===== config.mk =====
export PLATFORM = sky130hd
export DESIGN_NAME = psc_queue
export DESIGN_NICKNAME = d
export VERILOG_FILES = /design/src/design/psc_pkg.sv /design/src/design/psc_queue.sv
export SDC_FILE = /design/constraint.sdc
export NUM_CORES = 1
export LEC_CHECK = 0
export BUFFER_PORTS_ARGS = -buffer_cell sky130_fd_sc_hd__buf_2
export CAP_MARGIN = 20
export CORE_MARGIN = 5
export CORE_UTILIZATION = 35
export CTS_CLUSTER_SIZE = 14
export DETAILED_ROUTE_END_ITERATION = 16
export PLACE_DENSITY = 0.61
export SYNTH_ARGS = -nofsm -noshare
export SYNTH_HDL_FRONTEND = slang
export SYNTH_SLANG_ARGS = --single-unit

===== constraint.sdc =====
create_clock -name clk -period 2.63 [get_ports clk]
set_input_delay 0.6575 -clock clk [delete_from_list [all_inputs] [get_ports clk]]
set_output_delay 0.6575 -clock clk [all_outputs]
set_load 0.1 [all_outputs]

===== src/design/psc_pkg.sv =====
// psc_pkg: shared types, codes and helpers for the packed saturating counter store
// no dependencies; imported by every module of the block
`timescale 1ns / 1ps

package psc_pkg;

    localparam int CFG_INDEX_BITS = 1;
    localparam int CFG_DATA_BITS  = 17;
    localparam int ORDER_BITS     = 3;
    localparam int MAX_INDEX_BITS = 16;
    localparam int MAX_BIT_BITS   = 6;
    localparam int VALUE_BITS     = 32;

    localparam logic [CFG_INDEX_BITS-1:0] CFG_COUNTER_WIDTH_LOG2 = 1'd0;
    localparam logic [CFG_INDEX_BITS-1:0] CFG_COUNTER_COUNT      = 1'd1;

    typedef enum logic [1:0] {
        ACT_GET = 2'd0,
        ACT_SET = 2'd1,
        ACT_ADD = 2'd2,
        ACT_SUB = 2'd3
    } action_t;

    typedef enum logic [1:0] {
        ST_CLEAR,
        ST_IDLE,
        ST_MODIFY
    } back_state_t;

    // one classified request as it travels from front to back
    typedef struct packed {
        action_t                   action;
        logic                      oor;
        logic [ORDER_BITS-1:0]     order;
        logic [MAX_INDEX_BITS-1:0] word_index;
        logic [MAX_BIT_BITS-1:0]   bit_offset;
    } job_t;

    // all-ones value of a counter of 2^order bits
    function automatic logic [VALUE_BITS-1:0] counter_mask(input logic [ORDER_BITS-1:0] order);
        logic [VALUE_BITS-1:0] m;
        begin
            case (order)
                3'd0:    m = 32'h0000_0001;
                3'd1:    m = 32'h0000_0003;
                3'd2:    m = 32'h0000_000F;
                3'd3:    m = 32'h0000_00FF;
                3'd4:    m = 32'h0000_FFFF;
                default: m = 32'hFFFF_FFFF;
            endcase
            return m;
        end
    endfunction

endpackage


===== src/design/psc_queue.sv =====
// psc_queue: two-entry queue of classified requests between front and back
// depends on psc_pkg
`timescale 1ns / 1ps

module psc_queue
    import psc_pkg::*;
(
    input  logic clk,
    input  logic rst_n,
    input  logic push,
    input  job_t push_job,
    input  logic pop,
    output logic full,
    output logic not_empty,
    output job_t head
);

    job_t       slot_reg [2];
    logic       wr_ptr_reg;
    logic       rd_ptr_reg;
    logic [1:0] count_reg;
    logic [1:0] count_next;

    always_comb
    begin
        count_next = count_reg;
        if (push && !pop)
            count_next = count_reg + 2'd1;
        else if (pop && !push)
            count_next = count_reg - 2'd1;
    end

    always_ff @(posedge clk or negedge rst_n)
    begin
        if (!rst_n)
        begin
            wr_ptr_reg <= 1'b0;
            rd_ptr_reg <= 1'b0;
            count_reg  <= '0;
        end
        else
        begin
            if (push)
                wr_ptr_reg <= !wr_ptr_reg;
            if (pop)
                rd_ptr_reg <= !rd_ptr_reg;
            count_reg <= count_next;
        end
    end

    always_ff @(posedge clk)
    begin
        if (push)
            slot_reg[wr_ptr_reg] <= push_job;
    end

    assign full      = count_reg == 2'd2;
    assign not_empty = count_reg != 2'd0;
    assign head      = slot_reg[rd_ptr_reg];

endmodule


# After elaboration in Yosys (flattened, before gate mapping)

Memory sizes are Yosys's and may differ from the RTL's.
Cells that the tools add are included.

Add/subtract/negate cells: 2
Multipliers: 0
Div/mod/pow operators: 0
Magnitude comparators: 0
Equal/unequal tests: 1
Shift operators: 0
Multiplexer cells: 4
Bitwise operators: 0
Reduce and logical (&&, ||, !) cells: 8

Operator list:

| kind                                                                | number |
|---|---|
| 1-bit logical NOT                                                   | 4 |
| 2-bit two-way mux                                                   | 2 |
| 2-bit nonzero test                                                  | 2 |
| 2-bit by 1-bit adder with 2-bit output (second input constant)      | 1 |
| 2-bit equality test (second input constant)                         | 1 |
| 1-bit logical AND                                                   | 2 |
| 1-bit two-way mux                                                   | 2 |
| 2-bit by 1-bit subtractor with 2-bit output (second input constant) | 1 |

Flip-flop bits (word level): 4
Latch bits: 0
Memory bits (writable): 56
Memory bits (read-only): 0
Input bits: 32
Output and inout bits: 30
Word-level logic and storage cells: 19
Memories: 1

Memories:

| name     | words | bits a word | read ports | clocked after memory_dff | write ports | line            | source |
|---|---|---|---|---|---|---|---|
| slot_reg | 2     | 28          | 1          | 0                        | 1           | psc_queue.sv:18 | `job_t slot_reg [2];` |

# Logic depth before layout (Yosys ltp)

Depth in word-level cells: 4
Mapped depth: 5
Mapped depth without buffers: 5

# Worst setup path after synthesis

OpenSTA, ideal clock, no wires.

Kind: register to output
Start: register count_reg[0]
End: output port full
Data arrival time: 1.749 ns
Data required time: 1.972 ns
Path slack: 0.224 ns
Cell stages (with the launch flop): 2
Buffers on the path: 0
Cell sequence: dfrtp_1 > nor2b_1

Word-level cells in the longest chain between the ends: 1

Ends and longest elaborated chain:

| element                | line            | source |
|---|---|---|
| start, declared        | psc_queue.sv:21 | `logic [1:0] count_reg;` |
| start signal, assigned | psc_queue.sv:47 | `count_reg <= count_next;` |
| 2-bit equality test    | psc_queue.sv:57 | `assign full = count_reg == 2'd2;` |
| end, declared          | psc_queue.sv:13 | `output logic full,` |

No other way between the ends.

==> impl_metrics.ini <==
[run_status]
status = complete, no violations

[drt]
first_iter_violations = 26
dr_total_vias = 1139
routedWlPerCell_microns = 15.7
dr.pass1.iters = 3
drcViolationCount = 0
wl_microns = 4050
antenna_left = 0
vias_per_cell = 4.43

[critical_path]
cp_top_family = flip-flops
worst_path_max_delay_cell = dfrtp_1
crit_path_max_incr_delay_ns = 0.57
worstSetupEndpointType = output pin
path_buf_inv = 2
cp-start-kind = flip-flop
cp_data_required_time_ns = 1.97
path_cells = buf_12, mux2_2, buf_12
critPathKind = reg2out
crit_fanout = 22
arrival_ns = 1.70
crit_top_cell = buf_12

[clock_tree]
post_cts_buffers = 0
clkSinkCount = 60
clk_latency_ns = 0.32
cts-resized-gates = 0
clk_pin_slew_ns = 0.06
cts_tree = done
htreeDepth = 3
clockBufferDepth = 2
cts-root-buf = clkbuf_8
cts_made_buffers = 9
cts_hold_buffers = 0

[final_layout]
multiInputGateArea_sq_um = 440
largest_register_ffs = 56
final_common_cell = edfxtp_1
fin_nets = 208
fillCellCount = 528
drive_above_1_share_pct = 58.3
seqCellArea_sq_mm = 0.00178
area_growth_pct = 46.0
final_cell_mix = edfxtp_1, buf_2, buf_12
antenna_cells = 0

[synthesis]
synthCells = 103
ys_seq_elements = 60
yosysSeqAreaShare_pct = 78.9
syn_nets = 136
synth.avg_cell_area_sq_um = 21.9
ys_types = 15
yosys_warnings = 0
synthesis.area_sq_mm = 0.00226

[timing]
fmax_mhz = 425
worstMarginPinSlew_ns = 0.494
slew_headroom_pct = 66.9
slew_violations = 0
finalSetupViolations = 0
hold_viol = 0
fin_crit_sh_pct = 89.6
final.setup_skew_ns = 0.00869
fin_setup_tns_ns = 0
period_needed_ns = 2.36
rsz0062_at_grt = false

[floorplan]
die_y_microns = 90.3
core_area_sq_mm = 0.00631
dieArea_sq_mm = 0.00815
row_count = 29
start_util_pct = 35.8
io_pins = 62
die_w_microns = 90.3

[global_route]
grt_max_degree = 23
grt_first_pass_wirelength_microns = 6510
grt_pass1_vias = 1307
grt_usage_pct = 10.5
grt_antenna_before_repair = 0
overflow = 0

[hold_path]
hp-class = in2async

[placed_design]
place.gp.congestion = 0.747
io_buffers = 61
dp_hpwl_microns = 2980

[job]
cap_violations = 0
-- cells in the mapped netlist (all sizes together) --
cell type | n | area [sq um]
or2 | 1 | 6.26
buf | 3 | 33.8
xor2 | 4 | 35.0
nor2b | 2 | 12.5
dfrtp | 4 | 100
nor2 | 1 | 3.75
and2 | 1 | 6.26
inv | 1 | 3.75
edfxtp | 56 | 1680
ha | 1 | 12.5
xnor2 | 1 | 8.76
mux2 | 28 | 353
-- kinds of logic (layout without fill, tap and decap cells) --
family / Yosys count / in the layout / share of synthesized area (%)
xor+xnor: 5 / 5 / 1.94
buf+inv: 4 / 81 / 1.66
flops: 60 / 60 / 78.9
mux: 28 / 28 / 15.6
fa+ha+maj: 1 / 1 / 0.554
simple gates: 5 / 5 / 1.28
-- per-layer routing --
layer / share of wire (%) / vias up / wire, microns / GRT usage, %
li1: - / 542 / - / -
met1: 42 / 536 / 1690 / 11.9
met2: 48 / 52 / 1960 / 16.3
met3: 8.1 / 9 / 327 / 4.83
met4: 1.8 / 0 / 72 / 5.96
met5: 0 / - / 0 / 0
-- path summary, 6_finish.rpt --
| path | from | slack, ns | cells after the start | to |
|---|---|---|---|---|
| worst min-delay path | rst_n | 0.13 | 1 | wr_ptr_reg |
| worst max register to register | wr_ptr_reg | 1.25 | 2 | slot_reg[0][7] |
| worst max-delay path | rd_ptr_reg | 0.27 | 3 | head[10] |
| min in group clk | count_reg[1] | 0.50 | 1 | count_reg[1] |
| worst min register to register | count_reg[1] | 0.50 | 1 | count_reg[1] |
| max in group asynchronous | rst_n | 2.37 | 1 | rd_ptr_reg |
-- final cells by class --
type	count	share of cell area, %
inverters	1	0.114
multi-input cells	39	13.4
well taps	77	2.92
repair buffers	64	23.9
clock buffers	13	4.52
clock inverters	3	1.14
flip-flops and latches	60	54.1
-- through the flow --
stage               area [sq um]  setup slack, ns  util [%]  hold slack (ns)  std cells
floorplan                   2260            0.224         -            0.362        103
global placement            3110            0.630      49.2            0.464        241
detailed placement          3110            0.598      49.2            0.476        241
CTS                         3290            0.237      52.2            0.118        257
global route                3290            0.183      52.2            0.109        257
finish                      3290            0.275      52.2            0.132        257
Power is left out: the tool's default activity adds up to more than one toggle a clock period on the data nets, which glitch-free logic cannot reach.
