### src/design/psc_pkg.sv
// psc_pkg: shared types, codes and helpers for the packed saturating counter store
// no dependencies; imported by every module of the block
`timescale 1ns / 1ps

package psc_pkg;

    localparam int CFG_INDEX_BITS = 1;
    localparam int CFG_DATA_BITS  = 17;
    localparam int ORDER_BITS     = 3;
    localparam int MAX_INDEX_BITS = 16;
    localparam int MAX_BIT_BITS   = 6;
    localparam int VALUE_BITS     = 32;

    localparam logic [CFG_INDEX_BITS-1:0] CFG_COUNTER_WIDTH_LOG2 = 1'd0;
    localparam logic [CFG_INDEX_BITS-1:0] CFG_COUNTER_COUNT      = 1'd1;

    typedef enum logic [1:0] {
        ACT_GET = 2'd0,
        ACT_SET = 2'd1,
        ACT_ADD = 2'd2,
        ACT_SUB = 2'd3
    } action_t;

    typedef enum logic [1:0] {
        ST_CLEAR,
        ST_IDLE,
        ST_MODIFY
    } back_state_t;

    // one classified request as it travels from front to back
    typedef struct packed {
        action_t                   action;
        logic                      oor;
        logic [ORDER_BITS-1:0]     order;
        logic [MAX_INDEX_BITS-1:0] word_index;
        logic [MAX_BIT_BITS-1:0]   bit_offset;
    } job_t;

    // all-ones value of a counter of 2^order bits
    function automatic logic [VALUE_BITS-1:0] counter_mask(input logic [ORDER_BITS-1:0] order);
        logic [VALUE_BITS-1:0] m;
        begin
            case (order)
                3'd0:    m = 32'h0000_0001;
                3'd1:    m = 32'h0000_0003;
                3'd2:    m = 32'h0000_000F;
                3'd3:    m = 32'h0000_00FF;
                3'd4:    m = 32'h0000_FFFF;
                default: m = 32'hFFFF_FFFF;
            endcase
            return m;
        end
    endfunction

endpackage

### src/design/psc_front.sv
// psc_front: configuration registers and request classification
// depends on psc_pkg; feeds psc_queue
`timescale 1ns / 1ps

module psc_front
    import psc_pkg::*;
#(
    parameter int WORD_BITS_LOG2 = 6,
    parameter int STORE_WORDS    = 1024
) (
    input  logic                      clk,
    input  logic                      rst_n,
    input  logic                      cfg_write,
    input  logic [CFG_INDEX_BITS-1:0] cfg_index,
    input  logic [CFG_DATA_BITS-1:0]  cfg_data,
    input  logic                      in_valid,
    output logic                      in_ready,
    input  logic [1:0]                action,
    input  logic [15:0]               position,
    input  logic                      q_full,
    input  logic                      clearing,
    output logic                      push,
    output job_t                      push_job
);

    localparam int OFFSET_BITS = 16 + (1 << ORDER_BITS) - 3;
    localparam logic [ORDER_BITS-1:0] MAX_ORDER =
        (WORD_BITS_LOG2 < 5) ? ORDER_BITS'(WORD_BITS_LOG2) : ORDER_BITS'(5);
    localparam logic [OFFSET_BITS-1:0] STORE_LIMIT = OFFSET_BITS'(STORE_WORDS);

    logic [ORDER_BITS-1:0]    order_reg;
    logic [CFG_DATA_BITS-1:0] count_reg;
    logic [ORDER_BITS-1:0]    order_eff;
    logic [OFFSET_BITS-1:0]   offset;
    logic [OFFSET_BITS-1:0]   word_index;

    always_ff @(posedge clk or negedge rst_n)
    begin
        if (!rst_n)
        begin
            order_reg <= '0;
            count_reg <= CFG_DATA_BITS'(65536);
        end
        else if (cfg_write)
        begin
            case (cfg_index)
                CFG_COUNTER_WIDTH_LOG2: order_reg <= cfg_data[ORDER_BITS-1:0];
                CFG_COUNTER_COUNT:      count_reg <= cfg_data;
                default:                ;
            endcase
        end
    end

    always_comb
    begin
        order_eff  = (order_reg > MAX_ORDER) ? MAX_ORDER : order_reg;
        offset     = OFFSET_BITS'(position) << order_eff;
        word_index = offset >> WORD_BITS_LOG2;

        push_job.action     = action_t'(action);
        push_job.order      = order_eff;
        push_job.word_index = word_index[MAX_INDEX_BITS-1:0];
        push_job.bit_offset = MAX_BIT_BITS'(offset[WORD_BITS_LOG2-1:0]);
        push_job.oor        = ({1'b0, position} >= count_reg) || (word_index >= STORE_LIMIT);
    end

    assign in_ready = !q_full && !clearing;
    assign push     = in_valid && in_ready;

endmodule

### config.mk
export PLATFORM = sky130hd
export DESIGN_NAME = psc_front
export DESIGN_NICKNAME = d
export VERILOG_FILES = /design/src/design/psc_pkg.sv /design/src/design/psc_front.sv
export SDC_FILE = /design/constraint.sdc
export NUM_CORES = 1
export LEC_CHECK = 0
export ABC_AREA = 1
export ABC_CLOCK_PERIOD_IN_PS = 1330
export BUFFER_PORTS_ARGS = -buffer_cell sky130_fd_sc_hd__buf_2
export CAP_MARGIN = 20
export CORE_MARGIN = 10
export CORE_UTILIZATION = 25
export DETAILED_ROUTE_END_ITERATION = 8
export PLACE_DENSITY = 0.55
export SETUP_SLACK_MARGIN = 0.1
export SLEW_MARGIN = 0
export SYNTH_ARGS = -nofsm -noshare
export SYNTH_HDL_FRONTEND = slang
export SYNTH_SLANG_ARGS = --single-unit
### constraint.sdc
create_clock -name clk -period 1.33 [get_ports clk]
set_input_delay 0.0665 -clock clk [delete_from_list [all_inputs] [get_ports clk]]
set_output_delay 0.0665 -clock clk [all_outputs]
set_load 0.1 [all_outputs]
-- Word level (Yosys, flattened, before mapping)
Cells that the tools add are included.
W data, S select, Z words.
- flip-flop bits (word level): 20
- input port bits: 42
- output and inout bits: 30
- magnitude comparators: 3
- shift-type cells: 1
- muxes and demuxes: 1
- bitwise gates (word level): 1
- reductions and logical operators: 7
- operator list (operator ; count):
    $shl A16 B3 Y21 ; 1
    $ge A16 B17 Y1 ; 1
    $ge A15 B11 Y1 const B ; 1
    $reduce_and A2 Y1 ; 2
    $gt A3 B3 Y1 const B ; 1
    $mux W3 ; 1
    $logic_and A1 B1 Y1 ; 2
    $logic_not A1 Y1 ; 2
    $logic_or A1 B1 Y1 ; 1
    $not A1 Y1 ; 1

-- Longest topological paths before layout
- depth after elaboration: 5
- mapped depth: 12
- gate-level depth less buffers: 12

-- Worst setup path before layout
No wires, ideal clock.
- path kind: reg2out
- start point: register order_reg[1]
- end point: output push_job[2] (netlist bit)
- arrival: 3329 ps
- data required time: 1263 ps
- path slack: -2065 ps
- stages on the path, launching flop included: 7
- path through: dfrtp_1 nand2_2 nand2_4 buf_6 nor2_1 inv_1 a211oi_1
- RTL lines (item ; line ; source):
    from (decl) ; psc_front.sv:31 ; logic [ORDER_BITS-1:0] order_reg;
    from (signal assigned) ; psc_front.sv:47 ; CFG_COUNTER_WIDTH_LOG2: order_reg <= cfg_data[ORDER_BITS-1:0];
    to (decl) ; psc_front.sv:23 ; output job_t push_job

==> run summary <==
Boundary Pins: 72
Flop pwr share: 13.3%
Most common cell after layout, fill and taps aside: buf_4
Worst-path clk slew: 0.08 ns
Crit-path max FO: 8
Die W: 106 um
Root Driver: clkbuf_8
Top-area cell type share of the netlist area: 25.8%
DP Worst Slack: -0.379 ns
Net Sw Frac: 50.7%
Die height: 106 um
Initial antenna violation count: 0
Leakage: 2.05 nW
Top post-synthesis cells by area: dfrtp_1 26%, nand2_1 13%, ha_1 11%
CTS Sinks: 20
Mapped cell area: 1840 um2
Ys Warns: 0
Achievable Freq: 519 MHz
Buffers on Ports: 66
Area after DPL: 3480 um2
DR vias/cell: 4.50
Nets: 491
Global-route wire length before repair: 11800 um
Comb power frac: 78.2%
Post-Syn Nets: 338
Clock Latency Late Sink: 0.26 ns
Final count of hold timing violations: 0
Final Util: 61.2%
Clock buffer count from CTS: 3
Max-cap violations: 0
Post-route ant nets: 0
Crit path DAT: 1.86 ns
Die area: 11200 um2
Setup WS post-layout: -0.595 ns
Commonest non-fill, non-tap cells in the layout: 62 x buf_4, 41 x buf_2, 37 x nand2_1
Critical path class: flip-flop to output port
Crit path launch type: flip-flop
Final instance area: 4410 um2
Pre-antenna DRT Iters: 4
Crit. End Element: output port
HP Class: input port to flip-flop
Max reg flops: 17
Dominant cell type by area after synthesis: dfrtp_1
Antenna cells: 0
Area delta synth->final: 139%
Finished Layout Cells: 531
Filler cells: 624
Clock share of power: 8.5%
Final-report setup violation count: 24
Req. time, crit path: 1.26 ns
Syn_area_per_cell: 6.59 um2
Largest net degree at the start of global routing: 21
Period minus WS final: 1.93 ns
Initial Util: 25.6%
Vias in the first global route: 2518
RePlAce Congestion: 0.867
P_int: 0.00276 W
Maximum vdd drop: 0.646 mV
Synthesized flop and latch total: 20
Num rows: 31
CTS HTree Levels: 1
Total GRT Usage: 12.2%
Via count: 2391
Synth Instances: 280
Final period util: 145%
RSZ-0062 raised after global routing: yes
Number of remaining DRC errors: 0
Initial DRC Count: 42
Placed Instances: 503
Total Power: 0.00561 W
Psw: 0.00285 W
DP Wirelength: 5350 um
Pwr per Cell Area: 1270 nW/um2
TritonCTS clock tree: yes
Total Wirelength: 7510 um
Register area share after synthesis: 27.2%
Failing checks: setup timing
WL per Instance: 14.1 um
CORE AREA: 7210 um2
Ratio of cells with drive above 1 in the final layout: 66.9%
Outcome: finished, violations left
Max clock buf depth: 2
Total gr overflow: 0
Skew final: 0 ns
Pins over their slew limit: 0
Yosys cell types: 34
==> worst paths after layout <==
path | from | to | slack (ns) | depth (start not counted)
setup / recovery | order_reg[2] | push_job[2] | -0.60 | 7
hold / removal | cfg_data[10] | count_reg[10] | 0.05 | 3
setup reg to reg | order_reg[2] | order_reg[2] | 0.17 | 5
hold reg to reg | count_reg[0] | count_reg[0] | 0.50 | 2
max in group asynchronous | rst_n | count_reg[16] | 0.70 | 2
min in group asynchronous | rst_n | count_reg[5] | 0.28 | 2
==> metal layers <==
| layer | part of all wire, % | global-route usage [%] | up-vias |
|---|---|---|---|
| met5 | 0 | 0 | - |
| met4 | 0.85 | 2.61 | 0 |
| met3 | 3.7 | 1.81 | 10 |
| met2 | 55 | 22.4 | 57 |
| met1 | 41 | 14.8 | 1100 |
| li1 | - | - | 1224 |
==> power by group through the flow <==
stage / sequential [W] / combinational [W] / clock, W
after floorplan: 0.000736 / 0.00235 / 0
after global placement: 0.000734 / 0.00361 / 0
after detailed placement: 0.000738 / 0.00363 / 0
after CTS: 0.000743 / 0.00406 / 0.000485
after global routing: 0.000753 / 0.00462 / 0.000514
final: 0.000744 / 0.00438 / 0.000478
==> worst max-delay path, cell delays in order (launching register included) <==
cell and delay [ns]:
dfrtp_2 0.47, nand2_8 0.18, nand2_8 0.10, buf_6 0.15, o21ai_4 0.17, nor2_1 0.07
a211oi_2 0.23, buf_12 0.21
==> through the flow <==
step / hold WS [ns] / TNS, ns
2_1_floorplan: -0.229 / -9.50
3_3_place_gp: 0.0424 / -4.46
3_5_place_dp: 0.0446 / -4.86
4_1_cts: 0.0454 / -10.43
5_1_grt: 0.0425 / -12.52
6_report: 0.0469 / -11.00
==> cells by family after synthesis <==
family,share of synthesized area [%]
flops,27.2
other cells,0.203
compound gates,17.2
buf+inv,13.8
mux,0.611
simple gates,30.1
fa+ha+maj,10.9
==> synth_stat cells (all sizes together) <==
| cell | count |
|---|---|
| o22ai | 3 |
| nor2 | 36 |
| buf | 7 |
| or2 | 1 |
| conb | 1 |
| a31oi | 1 |
| mux2 | 1 |
| clkbuf | 5 |
| ha | 16 |
| inv | 46 |
| a21o | 1 |
| clkinv | 1 |
| nand4 | 4 |
| o221ai | 6 |
| o21ai | 19 |
| o211ai | 2 |
| a211oi | 2 |
| nor3b | 1 |
| nand3 | 16 |
| dfstp | 1 |
| a21oi | 17 |
| nand2 | 73 |
| o211a | 1 |
| dfrtp | 19 |
==> cell type report <==
cell class,instances,area [um2],area share [%]
flip-flops and latches,20,504,11.4
well taps,99,124,2.81
inverters,47,223,5.05
multi-input cells,204,1970,44.8
clock buffers,4,55.1,1.25
repair buffers,157,1530,34.7
==> repair_timing <==
item | 4_1_cts | 5_1_grt
resized for setup | 91 | 57
buffers inserted | 11 | 12
hold endpoints to repair | 19 | 0
pin swaps | 25 | 24
endpoints found under the setup margin | 24 | 25
gates cloned | 3 | 0
hold buffers | 1 | 0
No activity file was read; power rests on OpenSTA's default activity.
